==> src/sv/deq_pkg.sv <==
`default_nettype none
// ----------------------------------------------------------------------------
// deq_pkg
// types, commands and sizes shared by the double-ended queue
// ----------------------------------------------------------------------------
package deq_pkg;

  localparam int DEPTH   = 64;
  localparam int ADDR_W  = (DEPTH > 1) ? $clog2(DEPTH) : 1;
  localparam int CNT_W   = $clog2(DEPTH + 1);
  localparam int WORD_W  = 32;
  localparam int OCC_W   = 7;
  localparam int CMD_W   = 3;
  localparam int STAT_W  = 2;
  localparam int OUT_W   = WORD_W + STAT_W + OCC_W;
  localparam int OUT_PAD = ((OUT_W + 7) / 8) * 8;

  typedef enum logic [CMD_W-1:0] {
    CMD_PUSH_BACK  = 3'd0,
    CMD_PUSH_FRONT = 3'd1,
    CMD_POP_BACK   = 3'd2,
    CMD_POP_FRONT  = 3'd3,
    CMD_CREATE     = 3'd4
  } cmd_t;

  typedef enum logic [STAT_W-1:0] {
    ST_OK    = 2'd0,
    ST_EMPTY = 2'd1,
    ST_FULL  = 2'd2
  } status_t;

  typedef struct packed {
    logic              we;
    logic              re;
    logic [ADDR_W-1:0] waddr;
    logic [ADDR_W-1:0] raddr;
    logic [WORD_W-1:0] wdata;
  } mem_req_t;

  typedef struct packed {
    logic             pop_ok;
    status_t          status;
    logic [OCC_W-1:0] occupancy;
  } res_info_t;

endpackage
`default_nettype wire

==> src/sv/deq_ram.sv <==
`default_nettype none
// ----------------------------------------------------------------------------
// deq_ram
// simple dual-port synchronous ram, one write and one registered read port
// ----------------------------------------------------------------------------
module deq_ram #(
  parameter int DW    = 32,
  parameter int AW    = 6,
  parameter int WORDS = 64
) (
  input  wire logic          clk,
  input  wire logic          we,
  input  wire logic [AW-1:0] waddr,
  input  wire logic [DW-1:0] wdata,
  input  wire logic          re,
  input  wire logic [AW-1:0] raddr,
  output      logic [DW-1:0] rdata
);

  logic [DW-1:0] mem [WORDS];
  logic [DW-1:0] rdata_r;

  always_ff @(posedge clk) begin
    if (we) begin
      mem[waddr] <= wdata;
    end
    if (re) begin
      rdata_r <= mem[raddr];
    end
  end

  assign rdata = rdata_r;

endmodule
`default_nettype wire

==> src/sv/deq_ctrl.sv <==
`default_nettype none
// ----------------------------------------------------------------------------
// deq_ctrl
// front and back pointers and entry count, turns commands into ram accesses
// ----------------------------------------------------------------------------
module deq_ctrl (
  input  wire logic                       clk,
  input  wire logic                       rst_n,
  input  wire logic                       cmd_fire,
  input  wire deq_pkg::cmd_t              cmd,
  input  wire logic [deq_pkg::WORD_W-1:0] value,
  output      deq_pkg::mem_req_t          req,
  output      deq_pkg::res_info_t         info
);

  localparam logic [deq_pkg::ADDR_W-1:0] LAST = deq_pkg::ADDR_W'(deq_pkg::DEPTH - 1);
  localparam logic [deq_pkg::CNT_W-1:0]  FULL = deq_pkg::CNT_W'(deq_pkg::DEPTH);

  logic [deq_pkg::ADDR_W-1:0] front_r, front_nxt;
  logic [deq_pkg::ADDR_W-1:0] back_r, back_nxt;
  logic [deq_pkg::CNT_W-1:0]  cnt_r, cnt_nxt;

  function automatic logic [deq_pkg::ADDR_W-1:0] wrap_inc(input logic [deq_pkg::ADDR_W-1:0] i);
    return (i == LAST) ? '0 : i + 1'b1;
  endfunction

  function automatic logic [deq_pkg::ADDR_W-1:0] wrap_dec(input logic [deq_pkg::ADDR_W-1:0] i);
    return (i == '0) ? LAST : i - 1'b1;
  endfunction

  logic is_full, is_empty;
  assign is_full  = (cnt_r == FULL);
  assign is_empty = (cnt_r == '0);

  always_comb begin
    front_nxt      = front_r;
    back_nxt       = back_r;
    cnt_nxt        = cnt_r;
    req.we         = 1'b0;
    req.re         = 1'b0;
    req.waddr      = back_r;
    req.raddr      = front_r;
    req.wdata      = value;
    info.pop_ok    = 1'b0;
    info.status    = deq_pkg::ST_OK;
    case (cmd)
      deq_pkg::CMD_PUSH_BACK: begin
        if (is_full) begin
          info.status = deq_pkg::ST_FULL;
        end else begin
          req.we    = 1'b1;
          req.waddr = back_r;
          back_nxt  = wrap_inc(back_r);
          cnt_nxt   = cnt_r + 1'b1;
        end
      end
      deq_pkg::CMD_PUSH_FRONT: begin
        if (is_full) begin
          info.status = deq_pkg::ST_FULL;
        end else begin
          front_nxt = wrap_dec(front_r);
          req.we    = 1'b1;
          req.waddr = wrap_dec(front_r);
          cnt_nxt   = cnt_r + 1'b1;
        end
      end
      deq_pkg::CMD_POP_BACK: begin
        if (is_empty) begin
          info.status = deq_pkg::ST_EMPTY;
        end else begin
          back_nxt    = wrap_dec(back_r);
          req.re      = 1'b1;
          req.raddr   = wrap_dec(back_r);
          info.pop_ok = 1'b1;
          cnt_nxt     = cnt_r - 1'b1;
        end
      end
      deq_pkg::CMD_POP_FRONT: begin
        if (is_empty) begin
          info.status = deq_pkg::ST_EMPTY;
        end else begin
          req.re      = 1'b1;
          req.raddr   = front_r;
          front_nxt   = wrap_inc(front_r);
          info.pop_ok = 1'b1;
          cnt_nxt     = cnt_r - 1'b1;
        end
      end
      deq_pkg::CMD_CREATE: begin
        req.we    = 1'b1;
        req.waddr = '0;
        front_nxt = '0;
        back_nxt  = wrap_inc('0);
        cnt_nxt   = deq_pkg::CNT_W'(1);
      end
      default: begin
      end
    endcase
    info.occupancy = deq_pkg::OCC_W'(cnt_nxt);
    if (!cmd_fire) begin
      req.we = 1'b0;
      req.re = 1'b0;
    end
  end

  always_ff @(posedge clk) begin
    if (!rst_n) begin
      front_r <= '0;
      back_r  <= '0;
      cnt_r   <= '0;
    end else if (cmd_fire) begin
      front_r <= front_nxt;
      back_r  <= back_nxt;
      cnt_r   <= cnt_nxt;
    end
  end

endmodule
`default_nettype wire

==> src/sv/double_ended_queue.sv <==
`default_nettype none
// ----------------------------------------------------------------------------
// double_ended_queue
// bounded double-ended queue of 32-bit words in a circular ram
// ----------------------------------------------------------------------------
// Each command beat (push back, push front, pop back, pop front, create)
// gives exactly one result beat carrying the popped word, a status and the
// occupancy after the command. One command is taken every cycle while the
// output is not stalled; a result passes through the registered read port
// of the entry ram and then the output register. Pointers and the count live
// in flip-flops, so back-to-back commands on the same entry need no interlock.
// Unused command codes change nothing and return status ok.
module double_ended_queue (
  input  wire logic        clk,
  input  wire logic        rst_n,
  input  wire logic        in_tvalid,
  output      logic        in_tready,
  input  wire logic [31:0] in_tdata,   // value[31:0]
  input  wire logic [2:0]  in_tuser,   // command[2:0]
  output      logic        out_tvalid,
  input  wire logic        out_tready,
  output      logic [47:0] out_tdata   // popped_value[31:0], status[33:32],
                                       // occupancy[40:34], zero pad
);

  logic                  in_fire;
  logic                  s1_move;
  logic                  s1_v_r;
  deq_pkg::res_info_t    s1_info_r;
  logic                  out_v_r;
  logic [deq_pkg::OUT_W-1:0] out_data_r;
  deq_pkg::mem_req_t     req;
  deq_pkg::res_info_t    info;
  logic [deq_pkg::WORD_W-1:0] rdata;
  logic [deq_pkg::WORD_W-1:0] popped;

  assign s1_move   = s1_v_r && (!out_v_r || out_tready);
  assign in_tready = !s1_v_r || s1_move;
  assign in_fire   = in_tvalid && in_tready;

  deq_ctrl u_ctrl (
    .clk      (clk),
    .rst_n    (rst_n),
    .cmd_fire (in_fire),
    .cmd      (deq_pkg::cmd_t'(in_tuser)),
    .value    (in_tdata),
    .req      (req),
    .info     (info)
  );

  deq_ram #(
    .DW    (deq_pkg::WORD_W),
    .AW    (deq_pkg::ADDR_W),
    .WORDS (deq_pkg::DEPTH)
  ) u_ram (
    .clk   (clk),
    .we    (req.we),
    .waddr (req.waddr),
    .wdata (req.wdata),
    .re    (req.re),
    .raddr (req.raddr),
    .rdata (rdata)
  );

  assign popped = s1_info_r.pop_ok ? rdata : '0;

  always_ff @(posedge clk) begin
    if (!rst_n) begin
      s1_v_r  <= 1'b0;
      out_v_r <= 1'b0;
    end else begin
      if (in_fire) begin
        s1_v_r <= 1'b1;
      end else if (s1_move) begin
        s1_v_r <= 1'b0;
      end
      if (s1_move) begin
        out_v_r <= 1'b1;
      end else if (out_tready) begin
        out_v_r <= 1'b0;
      end
    end
  end

  always_ff @(posedge clk) begin
    if (in_fire) begin
      s1_info_r <= info;
    end
    if (s1_move) begin
      out_data_r <= {s1_info_r.occupancy, s1_info_r.status, popped};
    end
  end

  assign out_tvalid = out_v_r;
  assign out_tdata  = {{(deq_pkg::OUT_PAD - deq_pkg::OUT_W){1'b0}}, out_data_r};

endmodule
`default_nettype wire
==> config.mk <==
export PLATFORM = sky130hd
export DESIGN_NAME = double_ended_queue
export DESIGN_NICKNAME = d
export VERILOG_FILES = /design/src/sv/deq_pkg.sv /design/src/sv/deq_ram.sv /design/src/sv/deq_ctrl.sv /design/src/sv/double_ended_queue.sv
export SDC_FILE = /design/constraint.sdc
export NUM_CORES = 2
export LEC_CHECK = 0
export BUFFER_PORTS_ARGS = -buffer_cell sky130_fd_sc_hd__buf_2
export CAP_MARGIN = 15
export CORE_ASPECT_RATIO = 0.9
export CORE_MARGIN = 3
export CORE_UTILIZATION = 58
export DETAILED_ROUTE_END_ITERATION = 10
export GPL_ROUTABILITY_DRIVEN = 0
export PLACE_DENSITY = 0.76
export SYNTH_ARGS = -nofsm -noshare
export SYNTH_HDL_FRONTEND = slang
export SYNTH_SLANG_ARGS = --single-unit
==> constraint.sdc <==
create_clock -name clk -period 8.7 [get_ports clk]
set_input_delay 0.87 -clock clk [delete_from_list [all_inputs] [get_ports clk]]
set_output_delay 0.87 -clock clk [all_outputs]
set_load 0.03 [all_outputs]
* Word-level counts from Yosys, hierarchy flattened
Memories as Yosys holds them, arrays and structs flattened. A register that Yosys moved wholly into a read port is not among the register bits.
Index checks and enable logic that the tools add are counted.
** Cells by class
- Add/sub/neg operators :: 6
- Equal/unequal tests :: 11
- Mux-type cells :: 31
- Reduce and logical (&&, ||, !) cells :: 18
** Operator list (count)
- $mux 6 :: 11
- $pmux 6 s3 :: 2
- $pmux 7 s3 :: 1
- $mux 7 :: 2
- $add 6x1->6 const B :: 2
- $eq 6x6->1 const B :: 2
- $logic_not 6->1 :: 2
- $pmux 6 s2 :: 1
- $sub 6x1->6 const B :: 2
- $mux 1 :: 10
- $ne 2x2->1 const B :: 4
- $reduce_and 4->1 :: 2
- $add 7x1->7 const B :: 1
- $eq 7x7->1 const B :: 1
- $logic_not 7->1 :: 1
- $sub 7x1->7 const B :: 1
- $eq 3x2->1 const B :: 2
- $reduce_bool 3->1 :: 2
- $mux 2 :: 2
- $pmux 2 s2 :: 1
- $reduce_bool 2->1 :: 2
- $reduce_or 2->1 :: 2
- $eq 3x1->1 const B :: 1
- $eq 3x3->1 const B :: 1
- other kinds (5) :: 8
** Word-level totals
- Flip-flop bits (word level) :: 72
- Bits in writable memories :: 2048
- Output and inout bits :: 50
- Word-level logic and storage cells :: 77
- Memories kept :: 1
** Memories
- u_ram.mem :: words 64, bits a word 32, read ports 1, clocked after Yosys merged registers in 1, write ports 1, RTL line deq_ram.sv:20 : logic [DW-1:0] mem [WORDS];

* Longest topological paths before layout
- Word-level depth :: 8
- Gate-level depth with buffers :: 16
- Mapped depth without buffers :: 10

* Hierarchy
Synthesis repeated with hierarchy kept, for this count alone.
** Second synthesis, totals
- Cells, all modules :: 3750
- Area, all modules :: 83109.7 um^2
** By module, submodules not included
- deq_ram :: instances 1, cells an instance 3324, area an instance 78835.6 um^2, sequential area each 62459.9 um^2
- deq_ctrl :: instances 1, cells an instance 323, area an instance 2327.2 um^2, sequential area each 380.4 um^2
- double_ended_queue :: instances 1, cells an instance 103, area an instance 1946.9 um^2, sequential area each 1571.5 um^2

* Least setup slack after synthesis
OpenSTA, ideal clock, no wires.
- Kind :: register -> register
- Start point :: register u_ctrl.cnt_r[0] in the netlist's numbering
- End point :: memory u_ram.mem[58][0] (enable)
- Data arrival time :: 3.843 ns
- Data required time :: 8.279 ns
- Setup slack :: 4.436 ns
- Stages on the path, launching flop included :: 13
- Path buffers :: 2
- Path through :: dfxtp_1 -> clkbuf_1 -> inv_1 -> ha_1 -> nor4b_4 -> a21oi_1 -> o21ai_0 -> nand2_1 -> o21ai_1 -> inv_1 -> or3_1 -> clkbuf_1 -> nor2_1
** Between the ends
- Longest elaborated chain between the ends :: 6
- Elaborated cells between the ends (all ways) :: 8
- Classes of those cells :: eq/ne (1); mux (7)
** Ends and longest elaborated chain
- from (decl) :: RTL line deq_ctrl.sv:21 : logic [deq_pkg::CNT_W-1:0] cnt_r, cnt_nxt;
- from (signal assigned) :: RTL line deq_ctrl.sv:114 : cnt_r <= cnt_nxt;
- $eq 7x7->1 * :: RTL line deq_ctrl.sv:32 : assign is_full = (cnt_r == FULL);
- $mux 1 :: RTL line deq_ctrl.sv:48, deq_ctrl.sv:58
- $pmux 1 s2 :: RTL line deq_ctrl.sv:46 : case (cmd)
- $mux 2 :: RTL line deq_ctrl.sv:100 : if (!cmd_fire) begin
- $mux 1 :: RTL line deq_ram.sv:24 : if (we) begin
- $mux 1 (not written as such) :: RTL line deq_ram.sv:25 : mem[waddr] <= wdata;
- to (decl) :: RTL line deq_ram.sv:20
Every way passes the cells marked *; elsewhere a longest branch is shown, timed or not.

* Worst setup path after layout
- Start point :: register u_ctrl.cnt_r[0] in the netlist's numbering
- End point :: register u_ram.rdata_r[31] (netlist: u_ram.rdata[31]), read port of u_ram.mem (data pin)
** Between the ends
- Longest elaborated chain between the ends :: 4
- Elaborated cells between the ends (all ways) :: 6
- Classes of those cells :: mux (5); reduce/logical (1)
** Ends and longest elaborated chain
- $logic_not 7->1 * :: RTL line deq_ctrl.sv:33 : assign is_empty = (cnt_r == '0);
- $mux 1 :: RTL line deq_ctrl.sv:68, deq_ctrl.sv:79
- $mux 1
- $mux 2 :: RTL line deq_ctrl.sv:100
- to (decl) :: RTL line deq_ram.sv:21 : logic [DW-1:0] rdata_r;
Marked as above.
A chain may end at the register's enable or synchronous reset.

==> metrics.txt <==
CORE AREA 144,000 um^2; GRT Total Usage between 30% and 40%; FP Rows 132; Clk network pwr share between 30 and 40%; r2r worst-path depth 12; Hold WS around 0.32 ns; maxcap violations 0; Syn Area/Cell about 15 um^2; DP Worst Slack 3.01 ns; CP Buf/Inv Count 3; Worst Hold End s1_v_r$_SDFFE_PN0P_; number of global-route vias before repair 51,200; kind of critical path register to register; Hold Startpoint in_tvalid; worst setup margin around 3 ns; Synth cell types 65; final cycle utilization of the critical path 66.0%; fraction of layout instances using a drive strength above 1 11.5%; fin area 94,000 um^2; synth warn 0; Critical-path top delay cell o311ai_0; Arrival @ worst endpoint 6.32 ns; max-slew violations 0; clock root buffer clkbuf_16; Post-route DRC 0; cell total after placement 7,535; endpoints failing setup 0; Hold-fix buffers, CTS 0; flop-to-flop setup slack 2.96 ns; Static Leak 30.7 nW; main flop type after synthesis edfxtp_1; min Tclk post-route 5.74 ns; critical path endpoint category register; Critical Path Start Type register; Post-Layout Cell Count a little under 8,000; delay-heaviest family, CP compound AO/OA/AOI/OAI gates; Seq/Total Area, Yosys between 70% and 80%; DP Wirelength 128 mm; Initial Util 58.6%; setup total negative slack 0 ns; clk_lat worst skew 0.84 ns; Synth Cell Area approximately 84,000 um^2; Syn Inst Count approximately 5,800; clk buf depth 3; vias between 50,000 and 60,000; WL/cell 31.5 um; switching pwr 5.37 mW; Die Ht 368 um; final net count 5,846; first-pass GRT wire length 356 mm; reg2reg start u_ctrl.cnt_r[0]$_SDFFE_PN0P_; CP Cell Sequence inv_1 > ha_1 > nor4b_4 > a21oi_4 > mux2_8 > buf_12 > buf_4 > nand2_1 > a21oi_1 > o311ai_0 > nand3_1 > and4_1; Hold WC Path Type input pin to register; number of buffers created by CTS 200; Setup Buffers After CTS 0; Top-Level Pins between 80 and 90; Critical R2R Capture u_ram.rdata[31]$_DFFE_PP_; initial antenna violation count 25; Max Clock Skew 0.0417 ns; worst-margin pin slew 1.20 ns; Rel. slew slack a little under a fifth; Int Pwr 16.9 mW; Max Fclk 174 MHz; Peak supply drop 0.180 mV; CTS tree yes; Area Overhead vs Synth 11.3%; die area approximately 150,000 um^2; Post-synth EDFFs 2,131; final WL 250 mm; Crit path largest cell delay 1.01 ns; switching share of power 24.1%; Post-DP Area 87,400 um^2; ys async rst share 0%; Comb pwr share a little under a tenth; port bufs 81; Clock Pin Slew Worst Setup and Hold Paths 0.06 ns; Pwr Total 22.3 mW; largest net degree at the start of global routing approximately 150; number of synthesized register bits 2,152; Pre-Repair DR Iteration Count 8; unrepaired setup endpoints after global routing no; power density cells about 240 nW/um^2; vias per cell between 6 and 7; clk sinks 2,152; hold path depth 3; post-CTS sizing 0; filler cell count 9,451; fin util 65.2%; run status finished clean; grt total ovfl 0; Critical Path RT 9.28 ns; CTS H-tree depth 4; CP max FO 123; Final Hold Viols 0; Reg power frac 51.7%; post-route ant nets 0; DRC violation total after the first TritonRoute iteration between 9,000 and 10,000; Die X 408 um
## layer usage
| layer | global-route usage, % | wire length, um | up-vias |
|---|---|---|---|
| met3 | 11.2 | 38100 | 753 |
| met1 | 42.8 | 85300 | 26500 |
| met4 | 18.2 | 15500 | 12 |
| li1 | - | - | 22000 |
| met2 | 49.0 | 111000 | 4444 |
| met5 | 0 | 82 | - |
## synth_stat cells (6+ instances only)
master | instances | area [um^2]
a22oi_1 | 16 | 120
mux2i_1 | 111 | 1110
a221oi_1 | 30 | 263
nor2_1 | 158 | 593
mux4_2 | 92 | 2070
buf_1 | 40 | 150
buf_2 | 135 | 676
a21boi_0 | 6 | 45.0
a21oi_1 | 402 | 2010
nor2b_1 | 13 | 81.3
inv_1 | 14 | 52.6
nor3b_1 | 6 | 45.0
mux2_2 | 7 | 78.8
nand3_1 | 212 | 1060
buf_6 | 6 | 67.6
ha_1 | 7 | 87.6
o211ai_1 | 34 | 255
and4_1 | 30 | 263
a31oi_1 | 126 | 788
buf_4 | 27 | 203
nor3_1 | 13 | 65.1
o21ai_0 | 53 | 265
a32oi_1 | 101 | 885
and3_1 | 9 | 56.3
dfxtp_1 | 21 | 420
o311ai_0 | 187 | 1640
edfxtp_1 | 2131 | 64000
nand2_1 | 1464 | 5500
clkbuf_1 | 181 | 679
and2_1 | 37 | 231
## sequential cells by signal, indices dropped and copies added, names as in the netlist
name	cells
u_ram.mem	2048
out_data_r	41
u_ram.rdata	32
s1_info_r	10
u_ctrl.cnt_r	7
u_ctrl.back_r	6
u_ctrl.front_r	6
out_tvalid	1
s1_v_r	1
## tightest hold or removal path, stage by stage
cell,delay (ns)
buf_2,0.09
a21oi_1,0.04
nor2b_1,0.10
## placed cells by master, fill, tap and decap left out, types with 21 or more instances in the layout
cell type     n
a32oi_1     101
mux2i_1     109
clkbuf_1     33
nor2_4       71
o311ai_0    186
o21ai_0      53
buf_12       22
dfxtp_1      21
clkinv_2     31
and2_1       35
edfxtp_1   2131
nor2_1       86
a21oi_1     401
a221oi_1     30
nand2_1    1462
clkinv_1     70
clkbuf_16   205
a31oi_1     126
nand3_1     212
buf_4       126
mux4_2       92
o211ai_1     34
buf_2        81
and4_1       30
## power by group through the flow
stage | Clock, mW | Sequential, mW | Combinational (mW)
final | 8.64 | 11.5 | 2.11
after global routing | 9.09 | 11.5 | 2.21
after CTS | 8.66 | 11.5 | 2.04
after detailed placement | 0 | 11.7 | 2.02
after global placement | 0 | 11.7 | 1.98
after floorplan | 0 | 11.7 | 1.16
## worst max-delay path by stage
stage	startpoint	endpoint	slack [ns]	cells past startpoint
after global placement	in_tuser[1]	u_ram.rdata[31]$_DFFE_PP_	3.10	11
after floorplan	u_ctrl.cnt_r[0]$_SDFFE_PN0P_	u_ram.mem[58][0]$_DFFE_PP_	4.44	12
after global routing	u_ctrl.back_r[0]$_SDFFE_PN0P_	u_ram.rdata[1]$_DFFE_PP_	3.05	12
final	u_ctrl.cnt_r[0]$_SDFFE_PN0P_	u_ram.rdata[31]$_DFFE_PP_	2.96	12
after CTS	u_ctrl.cnt_r[0]$_SDFFE_PN0P_	u_ram.mem[19][7]$_DFFE_PP_	3.52	10
after detailed placement	in_tuser[1]	u_ram.rdata[31]$_DFFE_PP_	3.01	11
## area by class of cell
| class | count | area (um^2) | area share, % |
|---|---|---|---|
| Timing Repair Buffer | 230 | 1800 | 1.91 |
| Inverter | 16 | 60.1 | 0.0639 |
| Antenna cell | 19 | 47.5 | 0.0506 |
| Tap cell | 1943 | 2430 | 2.59 |
| Clock inverter | 132 | 1150 | 1.23 |
| Multi-Input combinational cell | 3200 | 18800 | 20.0 |
| Sequential cell | 2152 | 64400 | 68.5 |
| Clock buffer | 238 | 5250 | 5.59 |
## cells by family (layout without fill, tap and decap cells)
group | after synthesis | in the layout | share of synthesized area (%)
multiplexers | 210 | 210 | 3.86
AND/OR/NAND/NOR | 1966 | 1966 | 9.58
adder cells (fa/ha/maj) | 7 | 7 | 0.104
buffers and inverters | 405 | 616 | 2.17
AO/OA/AOI/OAI | 1002 | 1002 | 7.90
flip-flops | 2152 | 2152 | 76.3
XOR/XNOR | 8 | 8 | 0.0830
other | 1 | 26 | 0.00444
(Power assumes the default switching activity.)
